$ cat config.mk
export PLATFORM = sky130hd
export DESIGN_NAME = s2e_root_step
export DESIGN_NICKNAME = d
export VERILOG_FILES = /design/src/design/s2e_pkg.sv /design/src/design/s2e_root_step.sv
export SDC_FILE = /design/constraint.sdc
export NUM_CORES = 1
export LEC_CHECK = 0
export ABC_AREA = 1
export ABC_CLOCK_PERIOD_IN_PS = 14100
export BUFFER_PORTS_ARGS = -buffer_cell sky130_fd_sc_hd__buf_2
export CELL_PAD_IN_SITES_DETAIL_PLACEMENT = 1
export CELL_PAD_IN_SITES_GLOBAL_PLACEMENT = 1
export CORE_MARGIN = 1
export CORE_UTILIZATION = 39
export CTS_CLUSTER_DIAMETER = 80
export CTS_CLUSTER_SIZE = 12
export DETAILED_ROUTE_END_ITERATION = 12
export GPL_TIMING_DRIVEN = 1
export PLACE_DENSITY_LB_ADDON = 0.1
export SYNTH_ARGS = -nofsm -noshare
export SYNTH_HDL_FRONTEND = slang
export SYNTH_SLANG_ARGS = --single-unit
$ cat constraint.sdc
create_clock -name clk_i -period 14.1 [get_ports clk_i]
set_input_delay 1.41 -clock clk_i [delete_from_list [all_inputs] [get_ports clk_i]]
set_output_delay 1.41 -clock clk_i [all_outputs]
set_load 0.01 [all_outputs]
$ cat src/design/s2e_pkg.sv
`default_nettype none

package s2e_pkg;

  // Per-stage control that travels alongside the data of one beat
  typedef struct packed {
    logic valid;
    logic last;
  } s2e_ctl_t;

endpackage

`default_nettype wire

$ cat src/design/s2e_root_step.sv
`default_nettype none

// One digit of the restoring square root: brings in two radicand bits,
// decides one root bit and registers the result.
module s2e_root_step
  import s2e_pkg::*;
#(
  parameter int DATA_WIDTH = 32
) (
  input  wire logic                      clk_i,
  input  wire logic                      rst_ni,
  input  wire s2e_ctl_t                  ctl_i,
  output logic                           ready_o,
  input  wire logic signed [DATA_WIDTH:0] t_i,
  input  wire logic [DATA_WIDTH+3:0]     rem_i,
  input  wire logic [DATA_WIDTH:0]       root_i,
  input  wire logic [2*DATA_WIDTH+1:0]   rad_i,
  output s2e_ctl_t                       ctl_o,
  input  wire logic                      ready_i,
  output logic signed [DATA_WIDTH:0]     t_o,
  output logic [DATA_WIDTH+3:0]          rem_o,
  output logic [DATA_WIDTH:0]            root_o,
  output logic [2*DATA_WIDTH+1:0]        rad_o
);

  localparam int N   = DATA_WIDTH + 1;  // root bits
  localparam int RW  = 2 * N;           // radicand bits
  localparam int RMW = N + 3;           // remainder bits

  s2e_ctl_t          ctl_q;
  logic signed [N-1:0] t_q;
  logic [RMW-1:0]    rem_q;
  logic [N-1:0]      root_q;
  logic [RW-1:0]     rad_q;

  logic [RMW-1:0]    rem_sh, trial;
  logic [RMW-1:0]    rem_d;
  logic [N-1:0]      root_d;
  logic              fits;

  assign ready_o = !ctl_q.valid || ready_i;

  // trial subtract of (4*root + 1)
  always_comb begin
    rem_sh = {rem_i[RMW-3:0], rad_i[RW-1:RW-2]};
    trial  = {1'b0, root_i, 2'b01};
    fits   = (rem_sh >= trial);
    rem_d  = fits ? (rem_sh - trial) : rem_sh;
    root_d = {root_i[N-2:0], fits};
  end

  always_ff @(posedge clk_i or negedge rst_ni) begin
    if (!rst_ni) begin
      ctl_q <= '0;
    end else if (ready_o) begin
      ctl_q <= ctl_i;
    end
  end

  always_ff @(posedge clk_i) begin
    if (ready_o && ctl_i.valid) begin
      t_q    <= t_i;
      rem_q  <= rem_d;
      root_q <= root_d;
      rad_q  <= {rad_i[RW-3:0], 2'b00};
    end
  end

  assign ctl_o  = ctl_q;
  assign t_o    = t_q;
  assign rem_o  = rem_q;
  assign root_o = root_q;
  assign rad_o  = rad_q;

endmodule

`default_nettype wire

==> out/metrics.cfg <==
[clock_network]
cts-htree-levels=4
cts_max_path_buffers=2
worstSkewPairLatency_ns=0.43
clock_sink_count=168
clk_root_buffer_cell=sky130_fd_sc_hd__clkbuf_16
cts.hold.buffers_added=0
cts-resized-gates=0
cts_buffers=17
worst_setup_hold_path_clk_slew_ns=0.07
cts_tree=built
cts_setup_buffers=0

[die]
floorplan.initialDensity_pct=39.88
die_h_um=148.6
dieArea_um2=22090
io-pin-count=344
core_area_um2=21020
die_w_um=148.6
rows=53

[grt]
met2_track_utilization_from_global_routing_pct=42.10
grt_antenna_before_repair=2
grt_max_degree=67
grt-busiest-layer=met2
grt_first_pass_wirelength_mm=39.10
grt_use_total_pct=23.55
met3_usage_pct=5.644
globalRoute.totalOverflow=0
number_of_global_route_vias_before_repair=7079
global_route.usage.met1_pct=27.68

[detailed_routing]
antenna_violating_nets_post_route=0
post_drt_via_cell_ratio=4.623
dr.pass1.iters=4
vias=6976
drc_errors=0
routed_wire_length_per_instance_um=16.96
totalWireLength_mm=25.59
dr.first_iter.drc_count=273

[synthesis]
synthCells=866
synth_area_um2=8384
synthAdderAreaFrac_pct=5.223
synthesis.area_per_instance_um2=9.682
synth-xor-area-share_pct=1.985
synth_seq_area_share_pct=60.05
ys_types=28
synth_seq_cells=168
yosys.area_share.simple_pct=22.62
synth-compound-area-share_pct=2.716
cell_types_occupying_the_most_area_after_synthesis=sky130_fd_sc_hd__edfxtp_1 59%, sky130_fd_sc_hd__nand2_1 14%, sky130_fd_sc_hd__inv_1 6.2%
dominant_combinational_cell_family_by_area_after_synthesis=simple AND/OR/NAND/NOR gates
ys_warn_count=0
synthMuxAreaShare_pct=0
synth.top_cell.area_share_pct=59.45
synth_area_leader_cell=sky130_fd_sc_hd__edfxtp_1

[critical_path]
critical_path.slowest_cell=sky130_fd_sc_hd__inv_2
worstPathCellList=buf_2 > inv_1 > ha_1 > nand2_2 > inv_1 > nand2_1 > nand2_1 > a21oi_1 > nand3_2 > nand3_2 > nand2_2 > inv_2 > a21oi_1
critPathLaunchType=input port
timing.critical_path.max_delay_family=simple AND/OR/NAND/NOR gates
max_stage_delay_ns=0.75
critPathKind=input port to flip-flop
required_time_at_the_worst_slack_endpoint_ns=14.25
worst-path-buf-inv=4
r2r_depth=5
number_of_gates_on_the_worst_path_with_buffers_counted=13
cp_max_fo=38
worstSetupEndpointType=flip-flop
cp_data_arrival_time_ns=4.12

[min_path]
min-delay-path-class=flip-flop to flip-flop
worstHoldPathCells=2

[place]
dpl.hpwl_mm=20.81
gpl.final_weighted_congestion=0.8426
post_dp_cell_area_um2=10380
numPortBuffers=339

[timing]
worstMarginPinSlew_ns=0.8729
final_hold_fails=0
tns_ns=0
finalCritPeriodShare_pct=28.19
final-setup-viol-count=0
timing.max_slew.rel_slack_pct=41.60
skew_ns=0.008440
rsz_0062_raised_after_global_routing=no
max_freq_mhz=251.6
finalMaxSlewViolations=0
period_needed_ns=3.974

[cells_and_area]
synthToLayoutAreaGrowth_pct=30.71
final_area_um2=10960
fillCellCount=2560
share_of_layout_cells_above_drive_strength_1_pct=32.63
multi_input_area_um2=2744
finish.net_count=1427
ff_latch_area_um2=5035

[power]
vdd.ir_drop.worst_mv=0.07811
powerDensity_nw_per_um2=118.0
power_leakage_nw=5.443

[job]
maxCapViolCount=0

[outcome]
outcome=finished clean

logic make-up (layout without fill, tap and decap cells):
kind of cell	after synthesis	count (layout)
AO/OA/AOI/OAI	43	43
XOR/XNOR	19	19
adder cells (fa/ha/maj)	35	35
buffers and inverters	151	516
flip-flops	168	168
other	1	4
AND/OR/NAND/NOR	449	449
power by group:
group          switching, mW  total [mW]  internal [mW]
Combinational          0.151       0.236         0.0851
Clock                  0.221       0.458          0.237
Sequential           0.00748       0.599          0.592
Total                  0.379        1.29          0.914
sequential cells by signal (all words and copies together), names as in the netlist:
signal / flops
ctl_o: 2
rad_o: 64
rem_o: 36
root_o: 33
t_o: 33
Yosys cell counts:
cell / instances
sky130_fd_sc_hd__nand2_1: 312
sky130_fd_sc_hd__edfxtp_1: 166
sky130_fd_sc_hd__inv_1: 138
sky130_fd_sc_hd__nor2_1: 64
sky130_fd_sc_hd__ha_1: 35
sky130_fd_sc_hd__a21oi_1: 29
sky130_fd_sc_hd__nand3_1: 27
sky130_fd_sc_hd__xor2_1: 18
sky130_fd_sc_hd__nand3_2: 11
sky130_fd_sc_hd__nand3b_1: 11
sky130_fd_sc_hd__o21ai_0: 9
sky130_fd_sc_hd__nor3_1: 7
sky130_fd_sc_hd__nand2_2: 5
sky130_fd_sc_hd__inv_2: 4
sky130_fd_sc_hd__nand4_1: 4
sky130_fd_sc_hd__nor2_2: 4
sky130_fd_sc_hd__o21bai_1: 4
sky130_fd_sc_hd__buf_2: 3
sky130_fd_sc_hd__buf_6: 3
sky130_fd_sc_hd__buf_4: 2
sky130_fd_sc_hd__dfrtp_1: 2
sky130_fd_sc_hd__nor2_4: 2
sky130_fd_sc_hd__and2_1: 1
sky130_fd_sc_hd__buf_12: 1
sky130_fd_sc_hd__conb_1: 1
sky130_fd_sc_hd__nor4_2: 1
sky130_fd_sc_hd__o21a_1: 1
sky130_fd_sc_hd__xnor2_1: 1
tightest hold or removal path: stages, from the launching register on:
cell and delay, ns:
sky130_fd_sc_hd__dfrtp_1 0.34, sky130_fd_sc_hd__nand2_1 0.05, sky130_fd_sc_hd__nand2_1 0.05
per-layer routing:
metal | routed length [µm] | share of wire (%)
met1 | 10410 | 41
met2 | 13180 | 51
met3 | 1525 | 6.0
met4 | 475 | 1.9
met5 | 0 | 0
placed cells by master (no fill, tap or decap), types with 3 or more instances in the layout:
cell type / Yosys / layout
sky130_fd_sc_hd__inv_8: 0 / 5
sky130_fd_sc_hd__o21bai_1: 4 / 4
sky130_fd_sc_hd__nand2_1: 312 / 312
sky130_fd_sc_hd__inv_6: 0 / 4
sky130_fd_sc_hd__clkbuf_16: 0 / 17
sky130_fd_sc_hd__nand3_2: 11 / 11
sky130_fd_sc_hd__nor2_2: 4 / 4
sky130_fd_sc_hd__edfxtp_1: 166 / 166
sky130_fd_sc_hd__nand2_2: 5 / 5
sky130_fd_sc_hd__o21ai_0: 9 / 9
sky130_fd_sc_hd__inv_1: 138 / 138
sky130_fd_sc_hd__nor2_1: 64 / 63
sky130_fd_sc_hd__nand3b_1: 11 / 11
sky130_fd_sc_hd__inv_2: 4 / 4
sky130_fd_sc_hd__nand4_1: 4 / 4
sky130_fd_sc_hd__nor2_4: 2 / 3
sky130_fd_sc_hd__buf_4: 2 / 3
sky130_fd_sc_hd__nor3_1: 7 / 7
sky130_fd_sc_hd__buf_2: 3 / 339
sky130_fd_sc_hd__a21oi_1: 29 / 29
sky130_fd_sc_hd__xor2_1: 18 / 18
sky130_fd_sc_hd__ha_1: 35 / 35
sky130_fd_sc_hd__nand3_1: 27 / 27
final timing paths:
kind	from	endpoint	slack, ns
min in group asynchronous	rst_ni	ctl_o[1]	0.76
worst max register to register	ctl_o[1]	rad_o[28]	11.79
worst max-delay path	root_i[17]	rem_o[35]	10.13
worst min register to register	ctl_o[0]	ctl_o[0]	0.48
max in group asynchronous	rst_ni	ctl_o[0]	13.24
worst min-delay path	ctl_o[0]	ctl_o[0]	0.48
per-stage QoR:
stage | util [%] | hold WS, ns | instances | worst slack, ns | power [mW]
after floorplan | - | 0.5154 | 867 | 5.008 | 0.7579
after global placement | 49.35 | 0.4718 | 1475 | 9.590 | 0.8410
after detailed placement | 49.35 | 0.4699 | 1475 | 9.582 | 0.8488
after CTS | 52.11 | 0.4869 | 1507 | 10.03 | 1.310
after global routing | 52.13 | 0.5303 | 1509 | 9.751 | 1.357
final | 52.13 | 0.4775 | 1509 | 10.13 | 1.293
layout make-up:
type	count	area share, %
well taps	275	3.140
flip-flops and latches	168	45.94
diodes	2	0.04567
clock inverters	15	1.404
repair buffers	342	15.69
multi-input cells	548	25.04
inverters	142	4.864
clock buffers	17	3.882
No activity file was read; power rests on OpenSTA's default activity.
