<file path="config.mk">
export PLATFORM = sky130hd
export DESIGN_NAME = s2e_back_flat
export DESIGN_NICKNAME = d
export VERILOG_FILES = /design/src/design/s2e_pkg.sv /design/src/design/s2e_if.sv /design/src/design/s2e_back.sv /design/src/flat_wrapper.sv
export SDC_FILE = /design/constraint.sdc
export NUM_CORES = 1
export LEC_CHECK = 0
export BUFFER_PORTS_ARGS = -buffer_cell sky130_fd_sc_hd__buf_2
export CAP_MARGIN = 20
export CORE_MARGIN = 3
export CORE_UTILIZATION = 40
export DETAILED_ROUTE_END_ITERATION = 10
export GPL_ROUTABILITY_DRIVEN = 0
export GPL_TIMING_DRIVEN = 0
export PLACE_DENSITY = 0.73
export SLEW_MARGIN = 20
export SYNTH_ARGS = -nofsm -noshare
export SYNTH_HDL_FRONTEND = slang
export SYNTH_SLANG_ARGS = --single-unit
</file>
<file path="constraint.sdc">
create_clock -name clk_i -period 3.3 [get_ports clk_i]
set_input_delay 0.66 -clock clk_i [delete_from_list [all_inputs] [get_ports clk_i]]
set_output_delay 0.66 -clock clk_i [all_outputs]
set_load 0.02 [all_outputs]
</file>
<file path="src/design/s2e_pkg.sv">
`default_nettype none

package s2e_pkg;

  // Per-stage control that travels alongside the data of one beat
  typedef struct packed {
    logic valid;
    logic last;
  } s2e_ctl_t;

endpackage

`default_nettype wire

</file>
<file path="src/design/s2e_if.sv">
`default_nettype none


// Eigenvalue output channel: small/large eigenvalue per beat
interface s2e_out_if #(
  parameter int DATA_WIDTH = 32
) ();
  logic                         valid;
  logic                         ready;
  logic signed [DATA_WIDTH+1:0] eig_small;
  logic signed [DATA_WIDTH+1:0] eig_big;
  logic                         last_out;

  modport source (output valid, eig_small, eig_big, last_out, input ready);
  modport sink   (input valid, eig_small, eig_big, last_out, output ready);
endinterface

`default_nettype wire

</file>
<file path="src/design/s2e_back.sv">
`default_nettype none

// Output stage: half trace minus/plus half root, floored, into the
// output register.
module s2e_back
  import s2e_pkg::*;
#(
  parameter int DATA_WIDTH = 32
) (
  input  wire logic                       clk_i,
  input  wire logic                       rst_ni,
  input  wire s2e_ctl_t                   ctl_i,
  output logic                            ready_o,
  input  wire logic signed [DATA_WIDTH:0] t_i,
  input  wire logic [DATA_WIDTH:0]        root_i,
  s2e_out_if.source                       out_o
);

  localparam int W = DATA_WIDTH;

  logic                 vld_q;
  logic                 last_q;
  logic signed [W+1:0]  small_q, big_q;
  logic signed [W+2:0]  sum_big, sum_small;

  assign ready_o = !vld_q || out_o.ready;

  // arithmetic shift of the sum floors the halving
  always_comb begin
    sum_big   = $signed({{2{t_i[W]}}, t_i}) + $signed({2'b00, root_i});
    sum_small = $signed({{2{t_i[W]}}, t_i}) - $signed({2'b00, root_i});
  end

  always_ff @(posedge clk_i or negedge rst_ni) begin
    if (!rst_ni) begin
      vld_q <= 1'b0;
    end else if (ready_o) begin
      vld_q <= ctl_i.valid;
    end
  end

  always_ff @(posedge clk_i) begin
    if (ready_o && ctl_i.valid) begin
      big_q   <= sum_big[W+2:1];
      small_q <= sum_small[W+2:1];
      last_q  <= ctl_i.last;
    end
  end

  assign out_o.valid     = vld_q;
  assign out_o.eig_small = small_q;
  assign out_o.eig_big   = big_q;
  assign out_o.last_out  = last_q;

endmodule

`default_nettype wire

</file>
<file path="src/flat_wrapper.sv">
// flat-port wrapper written by rule: the top's interface ports become plain ports
module s2e_back_flat import s2e_pkg::*;
#(
  parameter int DATA_WIDTH = 32
)
  (clk_i, rst_ni, ctl_i, ready_o, t_i, root_i, out_o_valid, out_o_eig_small, out_o_eig_big, out_o_last_out, out_o_ready);
  s2e_out_if #(.DATA_WIDTH(DATA_WIDTH)) out_o_i ();
  input  wire logic clk_i;
  input  wire logic rst_ni;
  input  wire s2e_ctl_t ctl_i;
  output logic ready_o;
  input  wire logic signed [DATA_WIDTH:0] t_i;
  input  wire logic [DATA_WIDTH:0] root_i;
  output wire logic [$bits(out_o_i.valid)-1:0] out_o_valid;
  output wire logic [$bits(out_o_i.eig_small)-1:0] out_o_eig_small;
  output wire logic [$bits(out_o_i.eig_big)-1:0] out_o_eig_big;
  output wire logic [$bits(out_o_i.last_out)-1:0] out_o_last_out;
  input wire logic [$bits(out_o_i.ready)-1:0] out_o_ready;
  assign out_o_valid = out_o_i.valid;
  assign out_o_eig_small = out_o_i.eig_small;
  assign out_o_eig_big = out_o_i.eig_big;
  assign out_o_last_out = out_o_i.last_out;
  assign out_o_i.ready = out_o_ready;
  s2e_back #(.DATA_WIDTH(DATA_WIDTH)) u_core (.clk_i(clk_i), .rst_ni(rst_ni), .ctl_i(ctl_i), .ready_o(ready_o), .t_i(t_i), .root_i(root_i), .out_o(out_o_i));
endmodule
</file>
==> parameters.txt <==
Parameter                              Value

Run status
  Status    finished clean

Placement
  Number of input and output port buffers inserted    141
  Total placed cells including tap cells    964
  Post-Place Worst Slack    -0.3056 ns
  Cell area after placement    6968 µm²
  Placed wire-length estimate after detailed placement    12.40 mm

Yosys
  Synth Area in XOR/XNOR    0.08890
  Average cell area after synthesis    9.419 µm²
  #FFs+latches synth    70
  Net count of the mapped netlist    776
  Post-synthesis cell count    638
  Synth Cell Area    6010 µm²
  Library cell with the largest summed area after synthesis    sky130_fd_sc_hd__edfxtp_1
  Combinational family with the most area after synthesis    compound AO/OA/AOI/OAI gates
  Seq/Total Area, Yosys    0.3489
  Synth async-reset ratio    0.01429
  Post-synthesis share of cell area spent on and, or, nand and nor gates    0.1464
  Count of warnings emitted by yosys    0
  Synth Area in Compound Gates    0.2076
  Number of distinct library cell variants in the gate-level netlist after synthesis    78
  Synth Flop Type    sky130_fd_sc_hd__edfxtp_1
  Number of synthesized flops with an enable pin    69
  Multiplexer share of the synthesized area    0.003331
  Ranking of synthesized cells by area    sky130_fd_sc_hd__edfxtp_1 (34%), sky130_fd_sc_hd__ha_1 (14%), sky130_fd_sc_hd__xnor2_1 (7.0%)
  Adder and majority gate portion of the synthesized area    0.1420
  Proportion of netlist area held by the largest area contributor    0.3448

STA
  Final max-slew violation count    0
  Largest clock skew in the final design    0.006060 ns
  Hold violation total from the final report    0
  Final Setup Violations    0
  Setup tns final    0 ns
  Setup repair after global routing missed its margin    false
  Maximum clock frequency    312.3 MHz
  Final period util    0.9703
  Worst setup margin    0.09808 ns
  Transition time at the pin with the least slew margin    0.6695 ns
  Headroom to the max-slew limit    0.5480
  Tmin final    3.202 ns

Clocking
  CTS Root Cell    sky130_fd_sc_hd__clkbuf_16
  Post_cts resized    0
  Clock Sinks    70
  Reg clk slew, reported paths    0.06 ns
  CTS H-Tree Depth    3
  TritonCTS clock tree    built
  Worst skew pair latency    0.33 ns
  Total setup buffers inserted after CTS    0
  Number of buffers inserted by hold repair at cts    0
  Number of buffers added by the clock tree synthesis step    9
  Largest buffer count on any clock path    2

GRT
  Global-route wire length before repair    25.30 mm
  Maximum number of pins on one net before global-route repair    46
  Total grt overflow    0
  Overall global routing resource usage    0.1915
  Initial antenna violation count    0
  Vias in the first global route    5,087

Cells and area
  Area Growth Syn to Fin    21.20%
  Number of nets in the layout    928
  Final non-filler cell total    979
  Total non-filler cell area in the finished layout    7283 µm²
  Share of final-layout standard cells stronger than drive strength 1    0.2566
  N_diodes    0

Die
  Die Footprint    16,530 µm²
  Number of cell rows    44
  Die height    128.6 µm
  Initial Util    0.4119
  Core area    14,590 µm²
  I/O pin cnt    142
  Die span in x    128.6 µm

Routing
  DRC violation count after routing    0
  Avg WL per Cell    16.26 µm
  First-pass iteration count of the detailed router    6
  Count of nets left with antenna violations after detail routing    0
  Total Wirelength    15.92 mm
  Detailed-route vias per instance    5.323
  Initial drt markers    424
  Count of vias placed by the detailed router    5,211

Setup path
  Critical path startpoint category    input pin
  Combined buffer and inverter count along the critical path    3
  CP Data Required Time    3.36 ns
  Cell type of the slowest stage on the worst timing path    sky130_fd_sc_hd__o311ai_1
  Crit-path most repeated cell    sky130_fd_sc_hd__buf_2
  Delay contributed by the slowest stage of the critical path    0.51 ns
  Crit end category    register
  Critical-path cell list    buf_2 -> inv_1 -> ha_1 -> buf_2 -> nor2b_1 -> o311ai_1 -> a32oi_1 -> o2111ai_1 -> a21oi_1 -> nor3_1 -> o21ai_1 -> xnor2_1
  Largest fanout on the critical path    8
  CP delay by family, top    compound AO/OA/AOI/OAI gates
  Critical setup path kind    in2reg
  Endpoint arrival time on the critical path    3.26 ns

Power
  Power density over the cells    453.4 nW/µm²
  Post-layout total power    3303 µW
  Worst ir drop on vdd    0.0002256 V
  LEAKAGE    0.003168 µW

Min path
  Worst hold-check path type    in2async

Run
  Max cap viols    0
## cells by family (layout without fill, tap and decap cells)
kind of cell               count (synthesis)  in the layout
DFF                                       70             70
buffers and inverters                     94            251
AOI/OAI and AO/OA                        176            176
xor gates and xnor gates                  61             61
muxes                                      2              2
and+or+nand+nor                          168            168
adders and majority gates                 67             67
## cell usage in the layout, fill, tap and decap left out, types with 3 or more instances in the layout
cell type,netlist,final
sky130_fd_sc_hd__a211oi_1,5,5
sky130_fd_sc_hd__a211oi_2,3,3
sky130_fd_sc_hd__a21o_1,12,12
sky130_fd_sc_hd__a21oi_1,62,62
sky130_fd_sc_hd__a31o_2,3,3
sky130_fd_sc_hd__a31oi_1,5,5
sky130_fd_sc_hd__and2_1,4,3
sky130_fd_sc_hd__buf_2,11,152
sky130_fd_sc_hd__clkbuf_1,12,11
sky130_fd_sc_hd__clkbuf_16,0,9
sky130_fd_sc_hd__clkinv_1,1,4
sky130_fd_sc_hd__edfxtp_1,69,69
sky130_fd_sc_hd__ha_1,65,65
sky130_fd_sc_hd__inv_1,65,65
sky130_fd_sc_hd__nand2_1,31,31
sky130_fd_sc_hd__nand2b_1,11,11
sky130_fd_sc_hd__nand3_1,7,7
sky130_fd_sc_hd__nand4_1,3,3
sky130_fd_sc_hd__nor2_1,47,47
sky130_fd_sc_hd__nor2b_1,10,10
sky130_fd_sc_hd__nor3_1,22,22
sky130_fd_sc_hd__nor4_1,8,7
sky130_fd_sc_hd__o2111ai_1,4,4
sky130_fd_sc_hd__o211ai_1,3,3
sky130_fd_sc_hd__o21a_1,3,3
sky130_fd_sc_hd__o21ai_0,21,21
sky130_fd_sc_hd__o21ai_1,7,7
sky130_fd_sc_hd__o21bai_1,12,12
sky130_fd_sc_hd__o311ai_2,3,3
sky130_fd_sc_hd__or2_2,3,3
sky130_fd_sc_hd__or3_1,4,4
sky130_fd_sc_hd__or4_1,4,4
sky130_fd_sc_hd__xnor2_1,48,48
sky130_fd_sc_hd__xor2_1,13,13
## cell type report
class / instances / area (µm²)
Buffer: 26 / 122.6
Fill cell: 1388 / 7306
Tap cell: 184 / 230.2
Sequential cell: 70 / 2097
Timing Repair Buffer: 142 / 725.7
Clock buffer: 9 / 225.2
Inverter: 67 / 251.5
Clock inverter: 7 / 87.58
Multi-Input combinational cell: 474 / 3543
## synth_stat cells, types with 5 or more instances
master,instances
sky130_fd_sc_hd__inv_1,65
sky130_fd_sc_hd__nor2_1,47
sky130_fd_sc_hd__ha_1,65
sky130_fd_sc_hd__a211oi_1,5
sky130_fd_sc_hd__a21o_1,12
sky130_fd_sc_hd__nor4_1,8
sky130_fd_sc_hd__buf_2,11
sky130_fd_sc_hd__xor2_1,13
sky130_fd_sc_hd__o21ai_0,21
sky130_fd_sc_hd__a31oi_1,5
sky130_fd_sc_hd__nor2b_1,10
sky130_fd_sc_hd__edfxtp_1,69
sky130_fd_sc_hd__o21bai_1,12
sky130_fd_sc_hd__nand2b_1,11
sky130_fd_sc_hd__nor3_1,22
sky130_fd_sc_hd__xnor2_1,48
sky130_fd_sc_hd__nand3_1,7
sky130_fd_sc_hd__o21ai_1,7
sky130_fd_sc_hd__a21oi_1,62
sky130_fd_sc_hd__clkbuf_1,12
sky130_fd_sc_hd__nand2_1,31
## path summary, 6_finish.rpt
kind | startpoint | end | slack (ns) | cells after the start
worst max-delay path | root_i[4] | u_core.out_o.eig_big[26]$_DFFE_PP_ | 0.1 | 12
worst min-delay path | rst_ni | u_core.out_o.valid$_DFFE_PN0N_ | 0.09 | 1
worst max register to register | u_core.out_o.valid$_DFFE_PN0N_ | u_core.out_o.eig_small[27]$_DFFE_PP_ | 1.79 | 3
worst min register to register | u_core.out_o.valid$_DFFE_PN0N_ | u_core.out_o.valid$_DFFE_PN0N_ | 0.52 | 2
max in group asynchronous | rst_ni | u_core.out_o.valid$_DFFE_PN0N_ | 3.12 | 1
min in group clk_i | ctl_i[0] | u_core.out_o.last_out$_DFFE_PP_ | 0.51 | 1
## worst register-to-register path, stage by stage (launching register included)
cell                       delay, ns
sky130_fd_sc_hd__dfrtp_1        0.37
sky130_fd_sc_hd__nand2b_1       0.10
sky130_fd_sc_hd__and2_4         0.39
sky130_fd_sc_hd__buf_12         0.30
## metal layers
layer  track usage  up-vias  wire, µm
met3       0.03611       24       925
met5             0        -         0
met2        0.3108      170      7348
li1              -     2596         -
met1        0.2627     2421      7326
met4       0.05374        0       319
## stage by stage
step                      hold slack (ns)    util
after detailed placement           0.4358  0.4776
final                             0.09249  0.4992
after floorplan                    0.3644       -
after CTS                         0.08409  0.4991
after global routing              0.07556  0.4992
after global placement             0.4349  0.4761
## sequential cells by signal, indices dropped and copies added, names as in the netlist
signal                  flops
u_core.out_o.eig_small     34
u_core.out_o.valid          1
u_core.out_o.eig_big       34
u_core.out_o.last_out       1
## where the power goes
part | total (µW) | switching [µW] | internal (µW)
clock network | 1050 | 393 | 657
registers | 1150 | 23.6 | 1130
logic | 1100 | 690 | 410
total | 3300 | 1110 | 2200
Power figures use the tool's default switching activity.
