**src/design/s2e_pkg.sv**
```systemverilog
`default_nettype none

package s2e_pkg;

  // Per-stage control that travels alongside the data of one beat
  typedef struct packed {
    logic valid;
    logic last;
  } s2e_ctl_t;

endpackage

`default_nettype wire

```
**src/design/s2e_if.sv**
```systemverilog
`default_nettype none

// Tensor input channel: one pixel's xx, xy, yy entries per beat
interface s2e_in_if #(
  parameter int DATA_WIDTH = 32
) ();
  logic                         valid;
  logic                         ready;
  logic signed [DATA_WIDTH-1:0] tensor_xx;
  logic signed [DATA_WIDTH-1:0] tensor_xy;
  logic signed [DATA_WIDTH-1:0] tensor_yy;
  logic                         last_in;

  modport source (output valid, tensor_xx, tensor_xy, tensor_yy, last_in, input ready);
  modport sink   (input valid, tensor_xx, tensor_xy, tensor_yy, last_in, output ready);
endinterface


`default_nettype wire

```
**src/design/s2e_front.sv**
```systemverilog
`default_nettype none

// Front end: trace, magnitudes, split squaring and the radicand sum.
// Four register stages, each with its own valid bit.
module s2e_front
  import s2e_pkg::*;
#(
  parameter int DATA_WIDTH = 32
) (
  input  wire logic                    clk_i,
  input  wire logic                    rst_ni,
  s2e_in_if.sink                       in_i,
  output s2e_ctl_t                     ctl_o,
  input  wire logic                    ready_i,
  output logic signed [DATA_WIDTH:0]   t_o,
  output logic [2*DATA_WIDTH+1:0]      rad_o
);

  localparam int W  = DATA_WIDTH;
  localparam int MW = W + 1;          // magnitude width
  localparam int H  = (MW + 1) / 2;   // low half width
  localparam int HW = MW - H;         // high half width
  localparam int RW = 2 * MW;         // radicand width

  // stage 1: trace, |x - z|, 2|y|
  s2e_ctl_t               ctl1_q;
  logic signed [W:0]      t1_q;
  logic [MW-1:0]          dmag1_q, ymag1_q;
  // stage 2: partial products
  s2e_ctl_t               ctl2_q;
  logic signed [W:0]      t2_q;
  logic [2*HW-1:0]        dhh2_q, yhh2_q;
  logic [MW-1:0]          dhl2_q, yhl2_q;
  logic [2*H-1:0]         dll2_q, yll2_q;
  // stage 3: the two squares
  s2e_ctl_t               ctl3_q;
  logic signed [W:0]      t3_q;
  logic [RW-1:0]          dsq3_q, ysq3_q;
  // stage 4: radicand
  s2e_ctl_t               ctl4_q;
  logic signed [W:0]      t4_q;
  logic [RW-1:0]          rad4_q;

  logic rdy1, rdy2, rdy3, rdy4;

  // combinational terms
  logic signed [W:0]      diff_d, trace_d;
  logic [W-1:0]           yabs_d;
  logic [MW-1:0]          dmag_d, ymag_d;
  logic [HW-1:0]          dh, yh;
  logic [H-1:0]           dl, yl;

  // ready chain: a stage takes a beat when empty or when it drains
  assign rdy4     = !ctl4_q.valid || ready_i;
  assign rdy3     = !ctl3_q.valid || rdy4;
  assign rdy2     = !ctl2_q.valid || rdy3;
  assign rdy1     = !ctl1_q.valid || rdy2;
  assign in_i.ready = rdy1;

  always_comb begin
    trace_d = {in_i.tensor_xx[W-1], in_i.tensor_xx} + {in_i.tensor_yy[W-1], in_i.tensor_yy};
    diff_d  = {in_i.tensor_xx[W-1], in_i.tensor_xx} - {in_i.tensor_yy[W-1], in_i.tensor_yy};
    dmag_d  = diff_d[W] ? MW'(-diff_d) : MW'(diff_d);
    yabs_d  = in_i.tensor_xy[W-1] ? W'(-in_i.tensor_xy) : W'(in_i.tensor_xy);
    ymag_d  = {yabs_d, 1'b0};
  end

  assign dh = dmag1_q[MW-1:H];
  assign dl = dmag1_q[H-1:0];
  assign yh = ymag1_q[MW-1:H];
  assign yl = ymag1_q[H-1:0];

  // valid bits
  always_ff @(posedge clk_i or negedge rst_ni) begin
    if (!rst_ni) begin
      ctl1_q <= '0;
      ctl2_q <= '0;
      ctl3_q <= '0;
      ctl4_q <= '0;
    end else begin
      if (rdy1) ctl1_q <= '{valid: in_i.valid, last: in_i.last_in};
      if (rdy2) ctl2_q <= ctl1_q;
      if (rdy3) ctl3_q <= ctl2_q;
      if (rdy4) ctl4_q <= ctl3_q;
    end
  end

  // payload
  always_ff @(posedge clk_i) begin
    if (rdy1 && in_i.valid) begin
      t1_q    <= trace_d;
      dmag1_q <= dmag_d;
      ymag1_q <= ymag_d;
    end
    if (rdy2 && ctl1_q.valid) begin
      t2_q   <= t1_q;
      dhh2_q <= dh * dh;
      dhl2_q <= dh * dl;
      dll2_q <= dl * dl;
      yhh2_q <= yh * yh;
      yhl2_q <= yh * yl;
      yll2_q <= yl * yl;
    end
    if (rdy3 && ctl2_q.valid) begin
      t3_q   <= t2_q;
      dsq3_q <= (RW'(dhh2_q) << (2 * H)) + (RW'(dhl2_q) << (H + 1)) + RW'(dll2_q);
      ysq3_q <= (RW'(yhh2_q) << (2 * H)) + (RW'(yhl2_q) << (H + 1)) + RW'(yll2_q);
    end
    if (rdy4 && ctl3_q.valid) begin
      t4_q   <= t3_q;
      rad4_q <= dsq3_q + ysq3_q;
    end
  end

  assign ctl_o = ctl4_q;
  assign t_o   = t4_q;
  assign rad_o = rad4_q;

endmodule

`default_nettype wire

```
**src/flat_wrapper.sv**
```systemverilog
// flat-port wrapper written by rule: the top's interface ports become plain ports
module s2e_front_flat import s2e_pkg::*;
#(
  parameter int DATA_WIDTH = 32
)
  (clk_i, rst_ni, ctl_o, ready_i, t_o, rad_o, in_i_valid, in_i_tensor_xx, in_i_tensor_xy, in_i_tensor_yy, in_i_last_in, in_i_ready);
  s2e_in_if #(.DATA_WIDTH(DATA_WIDTH)) in_i_i ();
  input  wire logic clk_i;
  input  wire logic rst_ni;
  output s2e_ctl_t ctl_o;
  input  wire logic ready_i;
  output logic signed [DATA_WIDTH:0] t_o;
  output logic [2*DATA_WIDTH+1:0] rad_o;
  input wire logic [$bits(in_i_i.valid)-1:0] in_i_valid;
  input wire logic [$bits(in_i_i.tensor_xx)-1:0] in_i_tensor_xx;
  input wire logic [$bits(in_i_i.tensor_xy)-1:0] in_i_tensor_xy;
  input wire logic [$bits(in_i_i.tensor_yy)-1:0] in_i_tensor_yy;
  input wire logic [$bits(in_i_i.last_in)-1:0] in_i_last_in;
  output wire logic [$bits(in_i_i.ready)-1:0] in_i_ready;
  assign in_i_i.valid = in_i_valid;
  assign in_i_i.tensor_xx = in_i_tensor_xx;
  assign in_i_i.tensor_xy = in_i_tensor_xy;
  assign in_i_i.tensor_yy = in_i_tensor_yy;
  assign in_i_i.last_in = in_i_last_in;
  assign in_i_ready = in_i_i.ready;
  s2e_front #(.DATA_WIDTH(DATA_WIDTH)) u_core (.clk_i(clk_i), .rst_ni(rst_ni), .in_i(in_i_i), .ctl_o(ctl_o), .ready_i(ready_i), .t_o(t_o), .rad_o(rad_o));
endmodule
```
**config.mk**
```make
export PLATFORM = sky130hd
export DESIGN_NAME = s2e_front_flat
export DESIGN_NICKNAME = d
export VERILOG_FILES = /design/src/design/s2e_pkg.sv /design/src/design/s2e_if.sv /design/src/design/s2e_front.sv /design/src/flat_wrapper.sv
export SDC_FILE = /design/constraint.sdc
export NUM_CORES = 2
export LEC_CHECK = 0
export BUFFER_PORTS_ARGS = -buffer_cell sky130_fd_sc_hd__buf_2
export CORE_MARGIN = 3
export CORE_UTILIZATION = 35
export CTS_CLUSTER_SIZE = 16
export DETAILED_ROUTE_END_ITERATION = 6
export GPL_ROUTABILITY_DRIVEN = 0
export HOLD_SLACK_MARGIN = 0.08
export PLACE_DENSITY_LB_ADDON = 0.08
export SETUP_SLACK_MARGIN = 0.5
export SLEW_MARGIN = 5
export SYNTH_ARGS = -nofsm -noshare
export SYNTH_HDL_FRONTEND = slang
export SYNTH_SLANG_ARGS = --single-unit
```
**constraint.sdc**
```tcl
create_clock -name clk_i -period 19.65 [get_ports clk_i]
set_input_delay 0 -clock clk_i [delete_from_list [all_inputs] [get_ports clk_i]]
set_output_delay 0 -clock clk_i [all_outputs]
set_load 0.1 [all_outputs]
```
==> summary.md <==
| Metric | Value |
|---|---|
| Initial antenna violation count | 19 |
| Slew HR | 15.9% |
| Grt ovf | 0 |
| CTS tree | done |
| FF+latch count, synth | 585 |
| First-pass GRT wire length | 337000 um |
| Nets@finish | 9981 |
| Clock Root Buffer | clkbuf_16 |
| Adder-cell share of the synthesized area | 41.7% |
| Compound-cell area share of the yosys netlist | 8.72% |
| Die H | 473 um |
| CORE AREA | 216000 um^2 |
| Row count | 170 |
| Global Route Usage Sum | 19.5% |
| Die ar. | 224000 um^2 |
| Final setup viols | 0 |
| Synth Instances | 7719 |
| Hold Path End | u_core.dmag1_q[28] |
| R2r endpoint | u_core.dll2_q[26] |
| Hpwl dp | 168000 um |
| DRC Markers | 0 |
| # IOs | 203 |
| Die X | 473 um |
| Worst Max-Slew Pin Slew | 1.23 ns |
| Syn. warnings | 0 |
| Startpoint Class | flip-flop |
| Most frequent cells in the layout | inv_1 (1490), fa_1 (1088), ha_1 (803) |
| Final Max Slew Viols | 0 |
| Path depth of the worst reg2reg path | 20 |
| Fillers | 21600 |
| Hold path cells | 5 |
| Multiplexer area fraction after synthesis | 0.318% |
| Synth Area in Simple Gates | 12.6% |
| Post-Syn Area | 76400 um^2 |
| Reg area | 17500 um^2 |
| Initial core utilization | 35.4% |
| Routed len/inst | 19.8 um |
| Worst Hold Class | input port to flip-flop |
| Fin Setup TNS | 0 ns |
| Endpoint class of the critical path | flip-flop |
| Post-CTS Resized | 0 |
| Arrival time worst endpoint | 7.87 ns |
| Hold-fix buffers at CTS | 183 |
| Post-Synth XOR/XNOR Area | 4.94% |
| Hold_sp | in_i_tensor_xx[27] |
| H-tree levels | 3 |
| WL final | 215000 um |
| RSZ-0062 raised after global routing | no |
| Syn avg cell area | 9.89 um^2 |
| Req. time, crit path | 20.05 ns |
| Fin crit share | 38.0% |
| Max-cap violations | 0 |
| Detailed Route Iter0 Violations | 3090 |
| Share of layout cells above drive strength 1 | 5.79% |
| Largest net degree at the start of global routing | 108 |
| Setup CP Type | flip-flop to flip-flop |
| Largest family of logic cells by synthesized area | adder cells |
| Mapped Nets | 9711 |
| Clk_lat worst skew | 0.73 ns |
| EDFF count, synth | 577 |
| Vias in the first global route | 56700 |
| Clock tree buffer depth | 3 |
| Pre-Repair DR Iteration Count | 5 |
| Buffers on Ports | 201 |
| FFs w/ async S/R, synth | 1.37% |
| Area occupied by multi-input gates | 52200 um^2 |
| Reg2Reg Setup Slack | 12.19 ns |
| Clk sinks | 585 |
| Ys flop type | edfxtp_1 |
| Layout area overhead | 11.3% |
| Commonest non-fill, non-tap cell in the layout | inv_1 |
| Final Skew | 0.0772 ns |
| Post-CTS Setup Bufs | 0 |
| Worst Path Max Fanout | 31 |
| Final ANT Viol Nets | 0 |
| Status | finished clean |
| Min cycle time layout | 7.46 ns |
| Register area share after synthesis | 23.0% |
| Vias per inst | 4.93 |
| Clk pin slew, worst setup/hold paths | 0.06 ns |
| Worst flop-to-flop path startpoint | u_core.dmag1_q[2] |
| Vias | 53700 |
| Synth cell types | 87 |
| Fmax | 134 MHz |
| Final hold viol count | 0 |
| Num CTS Buffers | 78 |
-- layer usage --
layer	vias to the layer above	track usage (%)	routed length, um
li1	25400	-	-
met1	27200	29.0	107000
met2	982	30.9	96600
met3	153	2.17	8540
met4	0	3.15	3140
met5	-	0	0
-- registers in the layout (all words and copies together), names as in the netlist, 31 cells and up --
| name | count |
|---|---|
| u_core.dhh2_q | 31 |
| u_core.dhl2_q | 33 |
| u_core.dll2_q | 33 |
| u_core.dmag1_q | 33 |
| u_core.dsq3_q | 64 |
| u_core.rad_o | 65 |
| u_core.t1_q | 32 |
| u_core.t2_q | 32 |
| u_core.t3_q | 33 |
| u_core.t_o | 32 |
| u_core.yhh2_q | 31 |
| u_core.yhl2_q | 32 |
| u_core.yll2_q | 31 |
| u_core.ymag1_q | 32 |
| u_core.ysq3_q | 63 |
-- worst max-delay path, cell delays in order, from the launching register on --
cell	delay (ns)
edfxtp_1	0.32
buf_4	0.40
inv_1	0.28
nor2_1	0.25
fa_1	0.45
fa_1	0.46
fa_1	0.49
ha_1	0.31
fa_1	0.48
inv_1	0.05
fa_1	0.47
inv_1	0.04
ha_1	0.34
a2111oi_0	0.64
a211oi_1	0.17
a211o_1	0.35
a221oi_1	0.56
nor2_1	0.11
o31ai_1	0.42
a2111oi_0	0.19
a311o_1	0.30
-- how the worst max path moves through the flow --
stage | endpoint | startpoint
after floorplan | u_core.dhh2_q[0] | u_core.ctl_o[1]
after global placement | u_core.dhl2_q[32] | u_core.dmag1_q[13]
after detailed placement | u_core.dhl2_q[32] | u_core.dmag1_q[13]
after CTS | u_core.yhh2_q[31] | u_core.ymag1_q[27]
after global routing | u_core.dll2_q[26] | u_core.dmag1_q[2]
final | u_core.dll2_q[26] | u_core.dmag1_q[2]
-- cell families after synthesis --
kind of cell | Yosys count
AND/OR/NAND/NOR | 1996
adder cells (fa/ha/maj) | 1891
buffers and inverters | 1769
AO/OA/AOI/OAI | 1023
flip-flops | 585
XOR/XNOR | 431
multiplexers | 23
other | 1
-- area by class of cell --
class,instances,share of cell area [%]
repair buffers,462,4.04
multi-input cells,5365,61.4
clock buffers,87,2.34
well taps,2838,4.18
diodes,8,0.0236
clock inverters,57,0.775
inverters,1497,6.61
flip-flops and latches,585,20.6
-- per-stage QoR --
stage	instances	cell area (um^2)	hold WS (ns)	util, %	setup WS, ns
after floorplan	7719	76400	-0.296	-	12.77
after global placement	10600	80500	-0.148	37.3	12.23
after detailed placement	10600	80500	-0.139	37.3	12.27
after CTS	10900	84900	0.0818	39.4	12.26
after global routing	10900	84900	0.151	39.4	11.80
final	10900	85000	0.152	39.4	12.19
-- synth_stat cells, types with 52 or more instances --
master	count	share of area [%]
nor2b_1	63	0.52
xnor2_1	330	3.8
a21oi_1	324	2.1
nand3_1	90	0.59
a21o_1	140	1.4
edfxtp_1	577	23
nor2_1	352	1.7
nor3_1	77	0.50
clkbuf_1	249	1.2
and2_1	401	3.3
o21bai_1	52	0.51
nand2_1	756	3.7
inv_1	1490	7.3
ha_1	803	13
o21ai_0	160	1.0
fa_1	1088	29
xor2_1	101	1.2
Power is not shown: default switching activity piles up to over one toggle a cycle in this logic, so the estimate is an artifact.
